File: config.mk
export PLATFORM = sky130hd
export DESIGN_NAME = proximity_haptic_battery_supervisor_core
export DESIGN_NICKNAME = d
export VERILOG_FILES = /design/src/rtl/core/phbs_pkg.sv /design/src/rtl/core/phbs_cfg_regs.sv /design/src/rtl/core/phbs_tick_eval.sv /design/src/rtl/core/proximity_haptic_battery_supervisor_core.sv
export SDC_FILE = /design/constraint.sdc
export NUM_CORES = 1
export LEC_CHECK = 0
export CAP_MARGIN = 20
export CORE_ASPECT_RATIO = 1.4
export CORE_MARGIN = 2
export CORE_UTILIZATION = 65
export DETAILED_ROUTE_END_ITERATION = 10
export DONT_BUFFER_PORTS = 1
export HOLD_SLACK_MARGIN = 0.12
export PLACE_DENSITY = 0.81
export SLEW_MARGIN = 20
export SYNTH_ARGS = -nofsm -noshare
export SYNTH_HDL_FRONTEND = slang
export SYNTH_SLANG_ARGS = --single-unit
File: constraint.sdc
create_clock -name aclk -period 5.5 [get_ports aclk]
set_input_delay 0.275 -clock aclk [delete_from_list [all_inputs] [get_ports aclk]]
set_output_delay 0.275 -clock aclk [all_outputs]
set_load 0.01 [all_outputs]
File: src/rtl/core/phbs_pkg.sv
// Shared types, codes and reset values for the proximity haptic and battery supervisor.
// No dependencies; every other file refers to this package by scoped names.
package phbs_pkg;

    localparam int READING_BITS_DEF = 10;
    localparam int THRESH_BITS      = 16;
    localparam int DIST_BITS        = 16;
    localparam int TIME_BITS        = 32;
    localparam int TICK_BITS        = 8;
    localparam int CFG_DATA_BITS    = 32;
    localparam int CFG_INDEX_BITS   = 3;
    localparam int OUT_TDATA_BITS   = 32;

    localparam logic [DIST_BITS-1:0]   ALERT_RANGE_RST      = 16'd1000;
    localparam int                     QUARTER_RST          = 850;
    localparam int                     HALF_RST             = 900;
    localparam int                     THREE_QUARTER_RST    = 950;
    localparam int                     FULL_RST             = 1000;
    localparam logic [TIME_BITS-1:0]   WARNING_PERIOD_RST   = 32'd300000;
    localparam logic [TICK_BITS-1:0]   CHECK_INTERVAL_RST   = 8'd20;

    typedef enum logic [CFG_INDEX_BITS-1:0] {
        CFG_ALERT_RANGE      = 3'd0,
        CFG_QUARTER          = 3'd1,
        CFG_HALF             = 3'd2,
        CFG_THREE_QUARTER    = 3'd3,
        CFG_FULL             = 3'd4,
        CFG_WARNING_PERIOD   = 3'd5,
        CFG_CHECK_INTERVAL   = 3'd6
    } cfg_index_t;

    typedef enum logic [2:0] {
        LEVEL_EMPTY         = 3'd0,
        LEVEL_QUARTER       = 3'd1,
        LEVEL_HALF          = 3'd2,
        LEVEL_THREE_QUARTER = 3'd3,
        LEVEL_FULL          = 3'd4
    } level_t;

    typedef enum logic [2:0] {
        CHIRP_NONE          = 3'd0,
        CHIRP_SHUTDOWN      = 3'd1,
        CHIRP_LOW           = 3'd2,
        CHIRP_HALF          = 3'd3,
        CHIRP_THREE_QUARTER = 3'd4,
        CHIRP_FULL          = 3'd5
    } chirp_t;

    typedef struct packed {
        logic [DIST_BITS-1:0]   alert_range;
        logic [THRESH_BITS-1:0] quarter;
        logic [THRESH_BITS-1:0] half;
        logic [THRESH_BITS-1:0] three_quarter;
        logic [THRESH_BITS-1:0] full;
        logic [TIME_BITS-1:0]   warning_period;
        logic [TICK_BITS-1:0]   check_interval;
    } cfg_t;

    typedef struct packed {
        logic                 shutdown;
        chirp_t               chirp;
        level_t               level;
        logic                 checked;
        logic                 motor_on;
        logic [DIST_BITS-1:0] intensity;
    } result_t;

endpackage

File: src/rtl/core/phbs_cfg_regs.sv
// Configuration register file of the supervisor, written through a plain write port.
// Depends on phbs_pkg for the register indexes, reset values and the cfg_t struct.
module phbs_cfg_regs #(
    parameter int READING_BITS = phbs_pkg::READING_BITS_DEF
) (
    input  logic                                  aclk,
    input  logic                                  aresetn,
    input  logic                                  cfg_wr_en,
    input  logic [phbs_pkg::CFG_INDEX_BITS-1:0]   cfg_index,
    input  logic [phbs_pkg::CFG_DATA_BITS-1:0]    cfg_wdata,
    output phbs_pkg::cfg_t                        cfg
);

    localparam logic [phbs_pkg::THRESH_BITS-1:0] RD_MASK =
        phbs_pkg::THRESH_BITS'((32'd1 << READING_BITS) - 32'd1);

    phbs_pkg::cfg_t                        cfg_reg;
    logic [phbs_pkg::THRESH_BITS-1:0]      thresh_wdata;

    assign thresh_wdata = phbs_pkg::THRESH_BITS'(cfg_wdata[READING_BITS-1:0]);

    always_ff @(posedge aclk) begin
        if (!aresetn) begin
            cfg_reg.alert_range      <= phbs_pkg::ALERT_RANGE_RST;
            cfg_reg.quarter          <= phbs_pkg::THRESH_BITS'(phbs_pkg::QUARTER_RST) & RD_MASK;
            cfg_reg.half             <= phbs_pkg::THRESH_BITS'(phbs_pkg::HALF_RST) & RD_MASK;
            cfg_reg.three_quarter    <=
                phbs_pkg::THRESH_BITS'(phbs_pkg::THREE_QUARTER_RST) & RD_MASK;
            cfg_reg.full             <= phbs_pkg::THRESH_BITS'(phbs_pkg::FULL_RST) & RD_MASK;
            cfg_reg.warning_period   <= phbs_pkg::WARNING_PERIOD_RST;
            cfg_reg.check_interval   <= phbs_pkg::CHECK_INTERVAL_RST;
        end else if (cfg_wr_en) begin
            unique case (phbs_pkg::cfg_index_t'(cfg_index))
                phbs_pkg::CFG_ALERT_RANGE: begin
                    cfg_reg.alert_range <= cfg_wdata[phbs_pkg::DIST_BITS-1:0];
                end
                phbs_pkg::CFG_QUARTER:       cfg_reg.quarter       <= thresh_wdata;
                phbs_pkg::CFG_HALF:          cfg_reg.half          <= thresh_wdata;
                phbs_pkg::CFG_THREE_QUARTER: cfg_reg.three_quarter <= thresh_wdata;
                phbs_pkg::CFG_FULL:          cfg_reg.full          <= thresh_wdata;
                phbs_pkg::CFG_WARNING_PERIOD: begin
                    cfg_reg.warning_period <= cfg_wdata[phbs_pkg::TIME_BITS-1:0];
                end
                phbs_pkg::CFG_CHECK_INTERVAL: begin
                    cfg_reg.check_interval <= cfg_wdata[phbs_pkg::TICK_BITS-1:0];
                end
                default: begin
                end
            endcase
        end
    end

    assign cfg = cfg_reg;

endmodule

File: src/rtl/core/phbs_tick_eval.sv
// Per-tick evaluation: motor intensity, battery classification, chirp selection and the
// supervisor state (tick counter, last level, last warning time, halt). Depends on phbs_pkg.
module phbs_tick_eval #(
    parameter int READING_BITS = phbs_pkg::READING_BITS_DEF
) (
    input  logic                              aclk,
    input  logic                              aresetn,
    input  logic                              advance,
    input  phbs_pkg::cfg_t                    cfg,
    input  logic [phbs_pkg::DIST_BITS-1:0]    distance_mm,
    input  logic [READING_BITS-1:0]           battery_reading,
    input  logic                              button_pressed,
    input  logic [phbs_pkg::TIME_BITS-1:0]    now_ms,
    output phbs_pkg::result_t                 result
);

    logic [phbs_pkg::TICK_BITS-1:0]   tick_count_reg, tick_count_next;
    phbs_pkg::level_t                 last_level_reg, last_level_next;
    logic [phbs_pkg::TIME_BITS-1:0]   last_warning_ms_reg, last_warning_ms_next;
    logic                             halted_reg, halted_next;

    logic [phbs_pkg::DIST_BITS-1:0]   intensity;
    logic [phbs_pkg::THRESH_BITS-1:0] reading_ext;
    logic [phbs_pkg::TIME_BITS-1:0]   elapsed;
    logic                             check;
    phbs_pkg::level_t                 level;
    phbs_pkg::chirp_t                 entry_chirp;

    always_ff @(posedge aclk) begin
        if (!aresetn) begin
            tick_count_reg      <= '0;
            last_level_reg      <= phbs_pkg::LEVEL_FULL;
            last_warning_ms_reg <= '0;
            halted_reg          <= 1'b0;
        end else if (advance) begin
            tick_count_reg      <= tick_count_next;
            last_level_reg      <= last_level_next;
            last_warning_ms_reg <= last_warning_ms_next;
            halted_reg          <= halted_next;
        end
    end

    assign intensity   = (distance_mm < cfg.alert_range) ?
                         cfg.alert_range - distance_mm : '0;
    assign reading_ext = phbs_pkg::THRESH_BITS'(battery_reading);
    assign check       = (tick_count_reg == cfg.check_interval);
    assign elapsed     = now_ms - last_warning_ms_reg;

    always_comb begin
        priority if (reading_ext > cfg.full)          level = phbs_pkg::LEVEL_FULL;
        else if (reading_ext > cfg.three_quarter)     level = phbs_pkg::LEVEL_THREE_QUARTER;
        else if (reading_ext > cfg.half)              level = phbs_pkg::LEVEL_HALF;
        else if (reading_ext > cfg.quarter)           level = phbs_pkg::LEVEL_QUARTER;
        else                                          level = phbs_pkg::LEVEL_EMPTY;
    end

    always_comb begin
        unique case (level)
            phbs_pkg::LEVEL_HALF:          entry_chirp = phbs_pkg::CHIRP_HALF;
            phbs_pkg::LEVEL_THREE_QUARTER: entry_chirp = phbs_pkg::CHIRP_THREE_QUARTER;
            phbs_pkg::LEVEL_FULL:          entry_chirp = phbs_pkg::CHIRP_FULL;
            default:                       entry_chirp = phbs_pkg::CHIRP_NONE;
        endcase
    end

    always_comb begin
        tick_count_next      = tick_count_reg;
        last_level_next      = last_level_reg;
        last_warning_ms_next = last_warning_ms_reg;
        halted_next          = halted_reg;
        result               = '0;
        if (!halted_reg) begin
            result.intensity = intensity;
            result.motor_on  = (intensity != '0);
            if (check) begin
                result.checked  = 1'b1;
                result.level    = level;
                last_level_next = level;
                tick_count_next = '0;
                priority if (button_pressed || level == phbs_pkg::LEVEL_EMPTY) begin
                    result.chirp    = phbs_pkg::CHIRP_SHUTDOWN;
                    result.shutdown = 1'b1;
                    halted_next     = 1'b1;
                end else if (level == phbs_pkg::LEVEL_QUARTER) begin
                    // Entry chirps at once; a repeat needs elapsed > warning_period.
                    if (level != last_level_reg || elapsed > cfg.warning_period) begin
                        result.chirp         = phbs_pkg::CHIRP_LOW;
                        last_warning_ms_next = now_ms;
                    end
                end else if (level != last_level_reg) begin
                    result.chirp = entry_chirp;
                end
            end else begin
                tick_count_next = tick_count_reg + 1'b1;
            end
        end
    end

endmodule

File: src/rtl/core/proximity_haptic_battery_supervisor_core.sv
// Top level of the proximity haptic and battery supervisor: stream ports, input and result
// registers. Depends on phbs_pkg, phbs_cfg_regs and phbs_tick_eval.
//
//   Channel   Direction  Transfer          Contents
//   s_*       in         tvalid & tready   one sensor tick
//   m_*       out        tvalid & tready   one supervisor result per tick
//   cfg_*     in         cfg_wr_en         one register write
//
// Each tick passes through the input register and then through the evaluation logic into the
// result register. A new tick is accepted every cycle while the result stream is not stalled.
// aresetn is synchronous and clears the valid flags, the configuration and the supervisor state.
// A stalled result register holds its transaction; ticks keep entering while the input
// register is free or moves forward in the same cycle.
module proximity_haptic_battery_supervisor_core #(
    parameter int READING_BITS = phbs_pkg::READING_BITS_DEF
) (
    input  logic                                  aclk,
    input  logic                                  aresetn,
    input  logic                                  s_tvalid,
    output logic                                  s_tready,
    // distance_mm, battery_reading, button_pressed, now_ms, zero fill.
    input  logic [((49 + READING_BITS + 7) / 8) * 8 - 1:0] s_tdata,
    output logic                                  m_tvalid,
    input  logic                                  m_tready,
    // motor_intensity, motor_on, battery_checked, battery_level, chirp, shutdown, zero fill.
    output logic [phbs_pkg::OUT_TDATA_BITS-1:0]   m_tdata,
    input  logic                                  cfg_wr_en,
    input  logic [phbs_pkg::CFG_INDEX_BITS-1:0]   cfg_index,
    input  logic [phbs_pkg::CFG_DATA_BITS-1:0]    cfg_wdata
);

    localparam int READING_LSB = phbs_pkg::DIST_BITS;
    localparam int BUTTON_BIT  = READING_LSB + READING_BITS;
    localparam int NOW_LSB     = BUTTON_BIT + 1;
    localparam int RESULT_BITS = $bits(phbs_pkg::result_t);

    phbs_pkg::cfg_t                     cfg;
    phbs_pkg::result_t                  result;

    logic                               in_valid_reg;
    logic [phbs_pkg::DIST_BITS-1:0]     distance_reg;
    logic [READING_BITS-1:0]            reading_reg;
    logic                               button_reg;
    logic [phbs_pkg::TIME_BITS-1:0]     now_reg;

    logic                               out_valid_reg;
    phbs_pkg::result_t                  out_data_reg;

    logic                               out_ready;
    logic                               advance;

    assign out_ready = !out_valid_reg || m_tready;
    assign advance   = in_valid_reg && out_ready;
    assign s_tready  = !in_valid_reg || out_ready;

    always_ff @(posedge aclk) begin
        if (!aresetn) begin
            in_valid_reg <= 1'b0;
        end else if (s_tready) begin
            in_valid_reg <= s_tvalid;
        end
    end

    always_ff @(posedge aclk) begin
        if (s_tready && s_tvalid) begin
            distance_reg <= s_tdata[phbs_pkg::DIST_BITS-1:0];
            reading_reg  <= s_tdata[READING_LSB +: READING_BITS];
            button_reg   <= s_tdata[BUTTON_BIT];
            now_reg      <= s_tdata[NOW_LSB +: phbs_pkg::TIME_BITS];
        end
    end

    always_ff @(posedge aclk) begin
        if (!aresetn) begin
            out_valid_reg <= 1'b0;
        end else if (out_ready) begin
            out_valid_reg <= in_valid_reg;
        end
    end

    always_ff @(posedge aclk) begin
        if (advance) begin
            out_data_reg <= result;
        end
    end

    phbs_cfg_regs #(
        .READING_BITS (READING_BITS)
    ) u_cfg_regs (
        .aclk      (aclk),
        .aresetn   (aresetn),
        .cfg_wr_en (cfg_wr_en),
        .cfg_index (cfg_index),
        .cfg_wdata (cfg_wdata),
        .cfg       (cfg)
    );

    phbs_tick_eval #(
        .READING_BITS (READING_BITS)
    ) u_tick_eval (
        .aclk            (aclk),
        .aresetn         (aresetn),
        .advance         (advance),
        .cfg             (cfg),
        .distance_mm     (distance_reg),
        .battery_reading (reading_reg),
        .button_pressed  (button_reg),
        .now_ms          (now_reg),
        .result          (result)
    );

    assign m_tvalid = out_valid_reg;
    assign m_tdata  = {{(phbs_pkg::OUT_TDATA_BITS - RESULT_BITS){1'b0}}, out_data_reg};

endmodule

==> results of run 1 <==
-- cell usage in the layout, fill, tap and decap left out, types with 3 or more instances in the layout --
cell type,count
edfxtp_1,84
bufinv_16,3
a21o_1,38
a31oi_1,7
o211ai_1,66
dlygate4sd3_1,103
clkinv_1,3
buf_4,10
nor3_1,43
nand2_1,265
o21ai_0,29
a221oi_2,4
nor4_1,4
or3_1,3
a21boi_0,63
clkbuf_16,23
and2_1,9
and4_1,5
xnor2_1,28
or2_2,4
inv_1,145
a21oi_1,64
conb_1,7
nor2b_1,16
o21bai_1,6
ha_1,120
nand2b_1,12
nand3_1,28
o21a_1,9
nor2_1,52
xor2_1,22
and3_1,38
clkbuf_1,7
clkinv_2,4
dfxtp_1,142
o31ai_1,4
nand4_1,21
mux2i_1,35
o21ai_1,10
-- stage by stage --
| stage | total power [mW] | hold WS (ns) |
|---|---|---|
| 6_report | 3.98 | 0.127 |
| 5_1_grt | 4.13 | 0.161 |
| 2_1_floorplan | 2.24 | 0.374 |
| 3_5_place_dp | 2.34 | 0.374 |
| 3_3_place_gp | 2.32 | 0.369 |
| 4_1_cts | 4.00 | 0.135 |
-- tightest hold or removal path: stages --
cell and delay, ns:
nand2b_1 0.07, nor2_1 0.10, o211ai_1 0.16
-- logic make-up (layout without fill, tap and decap cells) --
group	after synthesis	after routing	share of synthesized area [%]
buf+inv	212	302	6.83
other cells	1	8	0.0283
flops	226	226	40.4
fa+ha+maj	122	122	11.6
simple gates	513	513	17.7
compound gates	332	332	17.5
xor+xnor	50	50	3.30
mux	35	35	2.64
-- power groups by stage --
stage	Sequential [mW]	Clock, mW	Combinational, mW
floorplan	1.85	0	0.392
global placement	1.86	0	0.462
detailed placement	1.86	0	0.476
CTS	1.82	1.60	0.568
global route	1.83	1.67	0.636
finish	1.83	1.58	0.579
-- final timing paths --
check / from / endpoint / slack [ns]
max: now_reg[0]$_DFFE_PP_ / m_tdata[22]$_SDFFCE_PP0P_ / 0.47
min: cfg_index[2] / u_cfg_regs.cfg[43]$_SDFFE_PN1P_ / 0.13
max reg2reg: now_reg[0]$_DFFE_PP_ / m_tdata[22]$_SDFFCE_PP0P_ / 0.47
min reg2reg: u_cfg_regs.cfg[73]$_SDFFE_PN0P_ / u_cfg_regs.cfg[73]$_SDFFE_PN0P_ / 0.47
-- area by class of cell --
type / count / area share [%]
multi-input combinational: 1059 / 46.4
sequential: 226 / 35.4
timing repair buffer: 115 / 7.61
clock buffer: 30 / 3.97
inverter: 145 / 3.59
tap: 252 / 2.08
clock inverter: 12 / 0.916
antenna: 1 / 0.0165
-- per-layer routing --
metal  global-route usage, %  wire, um  up-vias
met5                       0         0        -
met4                    14.7      1570        0
met3                    4.08      1870      112
met2                    51.5     16000      393
met1                    32.9     12300     5164
li1                        -         -     5354
==> impl_metrics.env, run 1 <==
export IMPL_area_growth_pct=14.3
export IMPL_fin_util_pct=76.1
export IMPL_largest_reg_flops=96
export IMPL_cts_root_buf="clkbuf_16"
export IMPL_regArea_um2=5370
export IMPL_finalWorstSetupSlack_ns=0.474
export IMPL_critical_path_class="flop to flop"
export IMPL_avgViaCountPerCell=5.99
export IMPL_num_rows=61
export IMPL_hold_path_class="input pin to flop"
export IMPL_fin_area_um2=15200
export IMPL_fin_crit_sh_pct=91.4
export IMPL_drc=0
export IMPL_skew_ns=0.0161
export IMPL_max_freq_mhz=199
export IMPL_critPathTopFamily="compound AO/OA/AOI/OAI gates"
export IMPL_synthCells=1491
export IMPL_totalWireLength_um=31800
export IMPL_wl_per_cell_um=17.3
export IMPL_worstMarginPinSlew_ns=1.05
export IMPL_numCtsBuffers=23
export IMPL_slew_violations=0
export IMPL_setup_viol=0
export IMPL_critPathMaxFanout=33
export IMPL_ctsHoldBuffers=104
export IMPL_synth_edf_count=84
export IMPL_multi_input_area_um2=7040
export IMPL_clockPowerShare_pct=39.6
export IMPL_ys_top_cells_by_area="dfxtp_1 (21%), edfxtp_1 (19%), ha_1 (11%)"
export IMPL_grt_setup_unrepaired="false"
export IMPL_grt_pass1_vias=10900
export IMPL_critPathLaunchType="flop"
export IMPL_synthArstFlopShare_pct=0
export IMPL_place_hpwl_um=21100
export IMPL_stdcell_count=1840
export IMPL_ir_drop_mv=0.268
export IMPL_clk_latency_ns=0.53
export IMPL_fp_dieW_um=125
export IMPL_nNetsFinal=1796
export IMPL_combPwrFrac_pct=14.5
export IMPL_vias=11000
export IMPL_firstDrtPassIters=5
export IMPL_critical_path_required_ns=5.73
export IMPL_finalHoldViolCount=0
export IMPL_cts_sinks=226
export IMPL_die_h_um=173
export IMPL_start_util_pct=66.6
export IMPL_synthTopCellsByCount="nand2_1 (265), inv_1 (145), dfxtp_1 (142)"
export IMPL_crit_buf_inv=5
export IMPL_holdPathStages=3
export IMPL_status="completed"
export IMPL_routabilityCongestion=0.907
export IMPL_avgSynthCellArea_um2=8.90
export IMPL_h_tree_depth=1
export IMPL_fin_crit_ns=5.03
export IMPL_synth_top_cell_area_share_pct=21.4
export IMPL_drive_above_1_share_pct=4.35
export IMPL_clk_pin_slew_worst_paths_ns=0.07
export IMPL_worst_path_largest_cell_delay_ns=0.40
export IMPL_ys_ff_latch=226
export IMPL_pwr_share_seq_pct=45.8
export IMPL_synth_most_common_cell="nand2_1"
export IMPL_post_cts_buffers=0
export IMPL_core_area_um2=19900
export IMPL_placed_cells=1692
export IMPL_netSwitchingFraction_pct=25.9
export IMPL_grt_total_usage_pct=28.7
export IMPL_io_buffers=0
export IMPL_cp_depth=24
export IMPL_antenna_found_initial=1
export IMPL_cap_viol_max_count=0
export IMPL_clock_path_buffers=3
export IMPL_ys_warnings_count=0
export IMPL_die_area_um2=21600
export IMPL_synth_area_um2=13300
export IMPL_synth_cell_types=71
export IMPL_end_kind="flop"
export IMPL_max_slew_margin_rel_pct=29.9
export IMPL_cpMaxStageDelayCell="o311ai_1"
export IMPL_drt_iter0_drc=593
export IMPL_synth_area_leader_cell="dfxtp_1"
export IMPL_p_switching_mw=1.03
export IMPL_synth_flop_cell="dfxtp_1"
export IMPL_worstPathArrival_ns=5.26
export IMPL_r2r_cells=24
export IMPL_cp_common_cell="inv_1"
export IMPL_cts_tree="yes"
export IMPL_p_int_mw=2.95
export IMPL_fillCellCount=1358
export IMPL_p_leak_nw=6.10
export IMPL_placed_area_um2=13300
export IMPL_fin_setup_tns_ns=0
export IMPL_antenna_left=0
export IMPL_io_pins=138
export IMPL_cts_resized=0
export IMPL_yosysSeqAreaShare_pct=40.4
export IMPL_grt_max_degree=170
export IMPL_dpl_worst_slack_ns=0.437
export IMPL_grt_ovfl_total=0
export IMPL_p_per_area_nw_per_um2=263
export IMPL_crit_chain="inv_1 > ha_1 > inv_1 > fa_1 > a21oi_1 > o221ai_1 > nor3_1 > o21ai_1 > o21a_1 > a41oi_1 > o21ai_1 > o311ai_1 > ha_1 > and4_1 > nand3_1 > nor4_1 > nand3_1 > inv_1 > a221oi_2 > buf_4 > or2_1 > buf_12 > nand2_1 > a21oi_1"
export IMPL_grt_pass1_wl_um=51800
(Power assumes the default switching activity.)
==> run 2, diff against run 1 <==
--- a/config.mk
+++ b/config.mk
@@ -13,6 +13,7 @@
 export DONT_BUFFER_PORTS = 1
 export HOLD_SLACK_MARGIN = 0.12
 export PLACE_DENSITY = 0.81
+export RECOVER_POWER = 50
 export SLEW_MARGIN = 20
 export SYNTH_ARGS = -nofsm -noshare
 export SYNTH_HDL_FRONTEND = slang
==> run 2 against run 1 <==
  * The flow now finishes with violations (max-capacitance violations, max-slew violations)
  * Register-to-register slack hardly changed
  * Highest routed layer unchanged
  * Die area unchanged
  * Worst setup slack got worse by 0.0021 ns
  * Routed wire length fell by 0.11%
  * Clock-buffer cell count unchanged
  * Critical path type unchanged
  * Via count grew 0.16%
  * Combinational power hardly changed
  * Clock power is essentially flat
  * Clock skew fell by 0.0016 ns
  * Hold slack lost 0.0013 ns
==> impl_metrics.env, run 2 (synthesized netlist as in run 1, its figures left out) <==
export IMPL_critical_path_class="flop to flop"
export IMPL_placed_cells=1692
export IMPL_largest_reg_flops=96
export IMPL_final_common_cell="nand2_1"
export IMPL_grt_setup_unrepaired="false"
export IMPL_cts_sinks=226
export IMPL_worstPathArrival_ns=5.26
export IMPL_area_growth_pct=14.2
export IMPL_cap_viol_max_count=1
export IMPL_wl_per_cell_um=17.2
export IMPL_avgViaCountPerCell=6.00
export IMPL_fp_dieW_um=125
export IMPL_grt_pass1_vias=10900
export IMPL_status="finished with violations"
export IMPL_grt_max_degree=170
export IMPL_start_util_pct=66.6
export IMPL_die_area_um2=21600
export IMPL_finalHoldViolCount=0
export IMPL_nNetsFinal=1796
export IMPL_grt_total_usage_pct=28.7
export IMPL_antenna_left=0
export IMPL_fin_crit_ns=5.03
export IMPL_stdcell_count=1840
export IMPL_clock_path_buffers=3
export IMPL_fin_area_um2=15200
export IMPL_hold_path_class="input pin to flop"
export IMPL_ir_drop_mv=0.268
export IMPL_clk_pin_slew_worst_paths_ns=0.07
export IMPL_worstMarginPinSlew_ns=1.95
export IMPL_drt_iter0_drc=581
export IMPL_routabilityCongestion=0.907
export IMPL_max_slew_margin_rel_pct=-30.3
export IMPL_placed_area_um2=13300
export IMPL_skew_ns=0.0144
export IMPL_power_total_mw=3.98
export IMPL_critical_path_required_ns=5.73
export IMPL_place_hpwl_um=21100
export IMPL_fillCellCount=1359
export IMPL_fin_crit_sh_pct=91.4
export IMPL_num_rows=61
export IMPL_clk_latency_ns=0.53
export IMPL_core_area_um2=19900
export IMPL_violations="max-capacitance violations, max-slew violations"
export IMPL_p_per_area_nw_per_um2=263
export IMPL_grt_ovfl_total=0
export IMPL_layout_common_cells="nand2_1 (265), inv_1 (145), dfxtp_1 (142), ha_1 (120), dlygate4sd3_1 (103)"
export IMPL_p_leak_nw=6.10
export IMPL_vias=11000
export IMPL_antenna_found_initial=1
export IMPL_numCtsBuffers=23
export IMPL_cts_root_buf="clkbuf_16"
export IMPL_drive_above_1_share_pct=4.22
export IMPL_h_tree_depth=1
export IMPL_setup_viol=0
export IMPL_cts_tree="yes"
export IMPL_firstDrtPassIters=5
export IMPL_drc=0
export IMPL_max_freq_mhz=199
export IMPL_critPathMaxFanout=33
export IMPL_die_h_um=173
export IMPL_grt_pass1_wl_um=51800
export IMPL_post_cts_buffers=0
export IMPL_slew_violations=41
export IMPL_fin_setup_tns_ns=0
export IMPL_io_pins=138
export IMPL_critPathLaunchType="flop"
export IMPL_io_buffers=0
export IMPL_end_kind="flop"
export IMPL_totalWireLength_um=31700
[run 2: path summary, 6_finish.rpt]
kind / startpoint / end / slack, ns / depth (start not counted)
worst max register to register: now_reg[0]$_DFFE_PP_ / m_tdata[22]$_SDFFCE_PP0P_ / 0.47 / 24
worst max-delay path: now_reg[0]$_DFFE_PP_ / m_tdata[22]$_SDFFCE_PP0P_ / 0.47 / 24
worst min register to register: u_cfg_regs.cfg[73]$_SDFFE_PN0P_ / u_cfg_regs.cfg[73]$_SDFFE_PN0P_ / 0.47 / 2
worst min-delay path: cfg_index[2] / u_cfg_regs.cfg[43]$_SDFFE_PN1P_ / 0.13 / 3
[run 2: metrics by stage]
stage	worst slack (ns)	hold slack, ns	utilization (%)
3_3_place_gp	0.544	0.369	67.0
5_1_grt	0.0491	0.161	76.1
4_1_cts	0.425	0.135	76.0
6_report	0.472	0.126	76.1
3_5_place_dp	0.437	0.374	67.0
2_1_floorplan	1.18	0.374	-
[run 2: final cells by class]
cell class	count	area (um2)	area share, %
diodes	1	2.50	0.0165
clock buffers	30	602	3.97
clock inverters	12	139	0.916
inverters	145	544	3.59
multi-input cells	1059	7040	46.5
flip-flops and latches	226	5370	35.4
well taps	252	315	2.08
repair buffers	115	1150	7.59
[run 2: critical path: stages (launching register included)]
cell,delay (ns)
edfxtp_1,0.37
inv_1,0.07
ha_1,0.16
inv_1,0.05
fa_1,0.39
a21oi_1,0.19
o221ai_1,0.16
nor3_1,0.20
o21ai_1,0.18
o21a_1,0.26
a41oi_1,0.39
o21ai_1,0.17
o311ai_1,0.40
ha_1,0.20
and4_1,0.17
nand3_1,0.08
nor4_1,0.25
nand3_1,0.14
inv_1,0.09
a221oi_2,0.05
buf_4,0.17
or2_1,0.26
buf_12,0.19
nand2_1,0.08
a21oi_1,0.06
[run 2: metal layers]
metal	GRT usage, %	up-vias	share of wire (%)
li1	-	5354	-
met3	4.08	112	6.1
met4	14.7	0	5.0
met5	0	-	0
met2	51.5	399	50
met1	32.9	5176	39
[run 2: repair_timing]
action                                 in CTS  in global routing
setup endpoints to repair                   0                  0
gates resized for setup                     0                  0
hold buffers                              104                  0
endpoints found under the hold margin     201                  0
[run 2: power by group]
group / internal [mW] / switching (mW) / total [mW] / leakage (nW)
clock network: 0.914 / 0.666 / 1.58 / 0.363
registers: 1.79 / 0.0338 / 1.83 / 1.98
logic: 0.246 / 0.332 / 0.579 / 3.76
total: 2.95 / 1.03 / 3.98 / 6.10
==> run 3, diff against run 2 <==
--- a/config.mk
+++ b/config.mk
@@ -8,11 +8,10 @@
 export CAP_MARGIN = 20
 export CORE_ASPECT_RATIO = 1.4
 export CORE_MARGIN = 2
-export CORE_UTILIZATION = 65
+export CORE_UTILIZATION = 40
 export DETAILED_ROUTE_END_ITERATION = 10
 export DONT_BUFFER_PORTS = 1
 export HOLD_SLACK_MARGIN = 0.12
-export PLACE_DENSITY = 0.81
 export RECOVER_POWER = 50
 export SLEW_MARGIN = 20
 export SYNTH_ARGS = -nofsm -noshare
==> run 3 against run 2 <==
  * Largest cell class unchanged
  * Hold slack better by 0.025 ns
  * Register-to-register slack worse by 0.02 ns
  * Flip-flop and latch count stayed put
  * Die area is 61% higher
  * The flow still finishes with violations (max-capacitance violations, max-slew violations)
  * Highest routed layer is now met5
  * Clock-buffer cell count is 8 higher
  * Worst setup slack worse by 0.020 ns
  * Clock skew is 0.0055 ns lower
==> impl_metrics.env, run 3 (synthesized netlist as in run 1, its figures left out) <==
export IMPL_grt_pass1_wl_um=53500
export IMPL_placed_cells=1875
export IMPL_placed_area_um2=13500
export IMPL_cp_depth=23
export IMPL_finalWorstSetupSlack_ns=0.451
export IMPL_p_leak_nw=6.08
export IMPL_status="finished with violations"
export IMPL_clk_pin_slew_worst_paths_ns=0.06
export IMPL_cap_viol_max_count=2
export IMPL_totalWireLength_um=33300
export IMPL_firstDrtPassIters=4
export IMPL_stdcell_count=2035
export IMPL_area_growth_pct=16.1
export IMPL_cts_root_buf="clkbuf_16"
export IMPL_antenna_left=0
export IMPL_startpoint="now_reg[0]$_DFFE_PP_"
export IMPL_routabilityCongestion=0.843
export IMPL_drt_iter0_drc=583
export IMPL_drive_above_1_share_pct=4.09
export IMPL_antenna_found_initial=8
export IMPL_start_util_pct=40.7
export IMPL_reg2reg_from="now_reg[0]$_DFFE_PP_"
export IMPL_die_h_um=220
export IMPL_r2r_cells=23
export IMPL_final_common_cell="nand2_1"
export IMPL_worstMarginPinSlew_ns=1.69
export IMPL_clk_latency_ns=0.53
export IMPL_cts_sinks=226
export IMPL_fin_setup_tns_ns=0
export IMPL_die_area_um2=34700
export IMPL_cts_tree="yes"
export IMPL_ir_drop_mv=0.281
export IMPL_cpMaxStageDelayCell="edfxtp_1"
export IMPL_critPathMaxFanout=32
export IMPL_hold_path_class="input pin to flop"
export IMPL_worstPathArrival_ns=5.44
export IMPL_critPathTopFamily="compound AO/OA/AOI/OAI gates"
export IMPL_vias=10600
export IMPL_r2r_slack_ns=0.45
export IMPL_crit_path_end="u_tick_eval.last_warning_ms_reg[12]$_SDFFE_PN0P_"
export IMPL_largest_reg_flops=96
export IMPL_grt_max_degree=170
export IMPL_fin_area_um2=15400
export IMPL_end_kind="flop"
export IMPL_setup_viol=0
export IMPL_finalHoldViolCount=0
export IMPL_grt_pass1_vias=10500
export IMPL_post_cts_buffers=0
export IMPL_violations="max-capacitance violations, max-slew violations"
export IMPL_num_rows=78
export IMPL_crit_chain="inv_1 > ha_1 > inv_1 > fa_1 > a21oi_1 > o221ai_1 > nor3_1 > o21ai_1 > o21a_1 > a41oi_1 > o21ai_1 > o311ai_1 > ha_1 > and4_1 > nand3_1 > nor4_1 > nand3_1 > nand2_1 > a31oi_2 > or2_1 > buf_4 > nand2_1 > o211ai_1"
export IMPL_r2r_end="u_tick_eval.last_warning_ms_reg[12]$_SDFFE_PN0P_"
export IMPL_place_hpwl_um=23000
export IMPL_worst_path_largest_cell_delay_ns=0.39
export IMPL_clock_path_buffers=3
export IMPL_critical_path_class="flop to flop"
export IMPL_grt_ovfl_total=0
export IMPL_grt_setup_unrepaired="false"
export IMPL_core_area_um2=32600
export IMPL_p_per_area_nw_per_um2=258
export IMPL_critPathLaunchType="flop"
export IMPL_h_tree_depth=1
export IMPL_numCtsBuffers=25
export IMPL_fp_dieW_um=158
export IMPL_crit_buf_inv=3
export IMPL_wl_per_cell_um=16.3
export IMPL_nNetsFinal=1796
export IMPL_slew_violations=58
export IMPL_max_freq_mhz=198
export IMPL_drc=0
export IMPL_dpl_worst_slack_ns=0.441
export IMPL_grt_total_usage_pct=19.4
export IMPL_io_pins=138
export IMPL_critical_path_required_ns=5.89
export IMPL_hold_ws_ns=0.151
export IMPL_skew_ns=0.00889
export IMPL_io_buffers=0
export IMPL_fin_crit_sh_pct=91.8
export IMPL_layout_common_cells="nand2_1 (265), inv_1 (145), dfxtp_1 (142), ha_1 (120), dlygate4sd3_1 (107)"
export IMPL_fin_crit_ns=5.05
export IMPL_max_slew_margin_rel_pct=-13.7
export IMPL_avgViaCountPerCell=5.20
==> run 3: cell types whose count changed in the layout (fill, tap and decap cells not counted), sizes merged <==
cell         delta
bufinv          -2
inv             -1
clkinv          -4
diode           +6
buf             -5
clkinvlp        +2
dlygate4sd3     +4
clkbuf          +7
==> run 3: metal layers <==
metal	vias up	global-route usage (%)	wire length, um
met5	-	0	13
met2	225	35.5	16600
met3	64	3.03	1490
met4	2	7.54	1160
li1	5360	-	-
met1	4928	22.5	14000
==> run 3: report_power, final <==
part	switching [mW]	internal, mW
Sequential	0.0335	1.79
Clock	0.680	0.903
Combinational	0.331	0.239
==> run 3: layout make-up <==
cell class	instances	area (um2)
Tap cell	440	551
Multi-Input combinational cell	1059	7050
Clock buffer	38	684
Clock inverter	7	65.1
Inverter	145	544
Antenna cell	7	17.5
Fill cell	3200	17200
Timing Repair Buffer	113	1140
Sequential cell	226	5370
==> run 3: how the worst min path moves through the flow <==
stage	start	to	slack, ns	depth (start not counted)
after floorplan	s_tdata[26]	button_reg$_DFFE_PP_	0.37	0
after global placement	s_tdata[46]	now_reg[19]$_DFFE_PP_	0.37	0
after detailed placement	s_tdata[56]	now_reg[29]$_DFFE_PP_	0.37	0
after CTS	cfg_index[2]	u_cfg_regs.cfg[59]$_SDFFE_PN0P_	0.14	4
after global routing	cfg_index[2]	u_cfg_regs.cfg[5]$_SDFFE_PN0P_	0.19	4
final	aresetn	u_cfg_regs.cfg[26]$_SDFFE_PN1P_	0.15	2
==> run 3: per-stage QoR <==
stage	total power, mW	util (%)
4_1_cts	4.03	47.2
3_5_place_dp	2.34	41.5
5_1_grt	4.17	47.3
2_1_floorplan	2.24	-
3_3_place_gp	2.33	41.5
6_report	3.98	47.3
==> run 3: worst register-to-register path, delay by kind of cell (launching register included) <==
kind	cells	cell delay (ns)
compound gates	9	1.86
simple gates	8	1.45
fa+ha+maj	3	0.78
buf+inv	3	0.42
flops	1	0.39
==> run 3: what timing repair did <==
item	CTS	global route
hold endpoints to repair	201	0
resized for setup	0	1
setup endpoints to repair	0	1
hold buffers	108	0
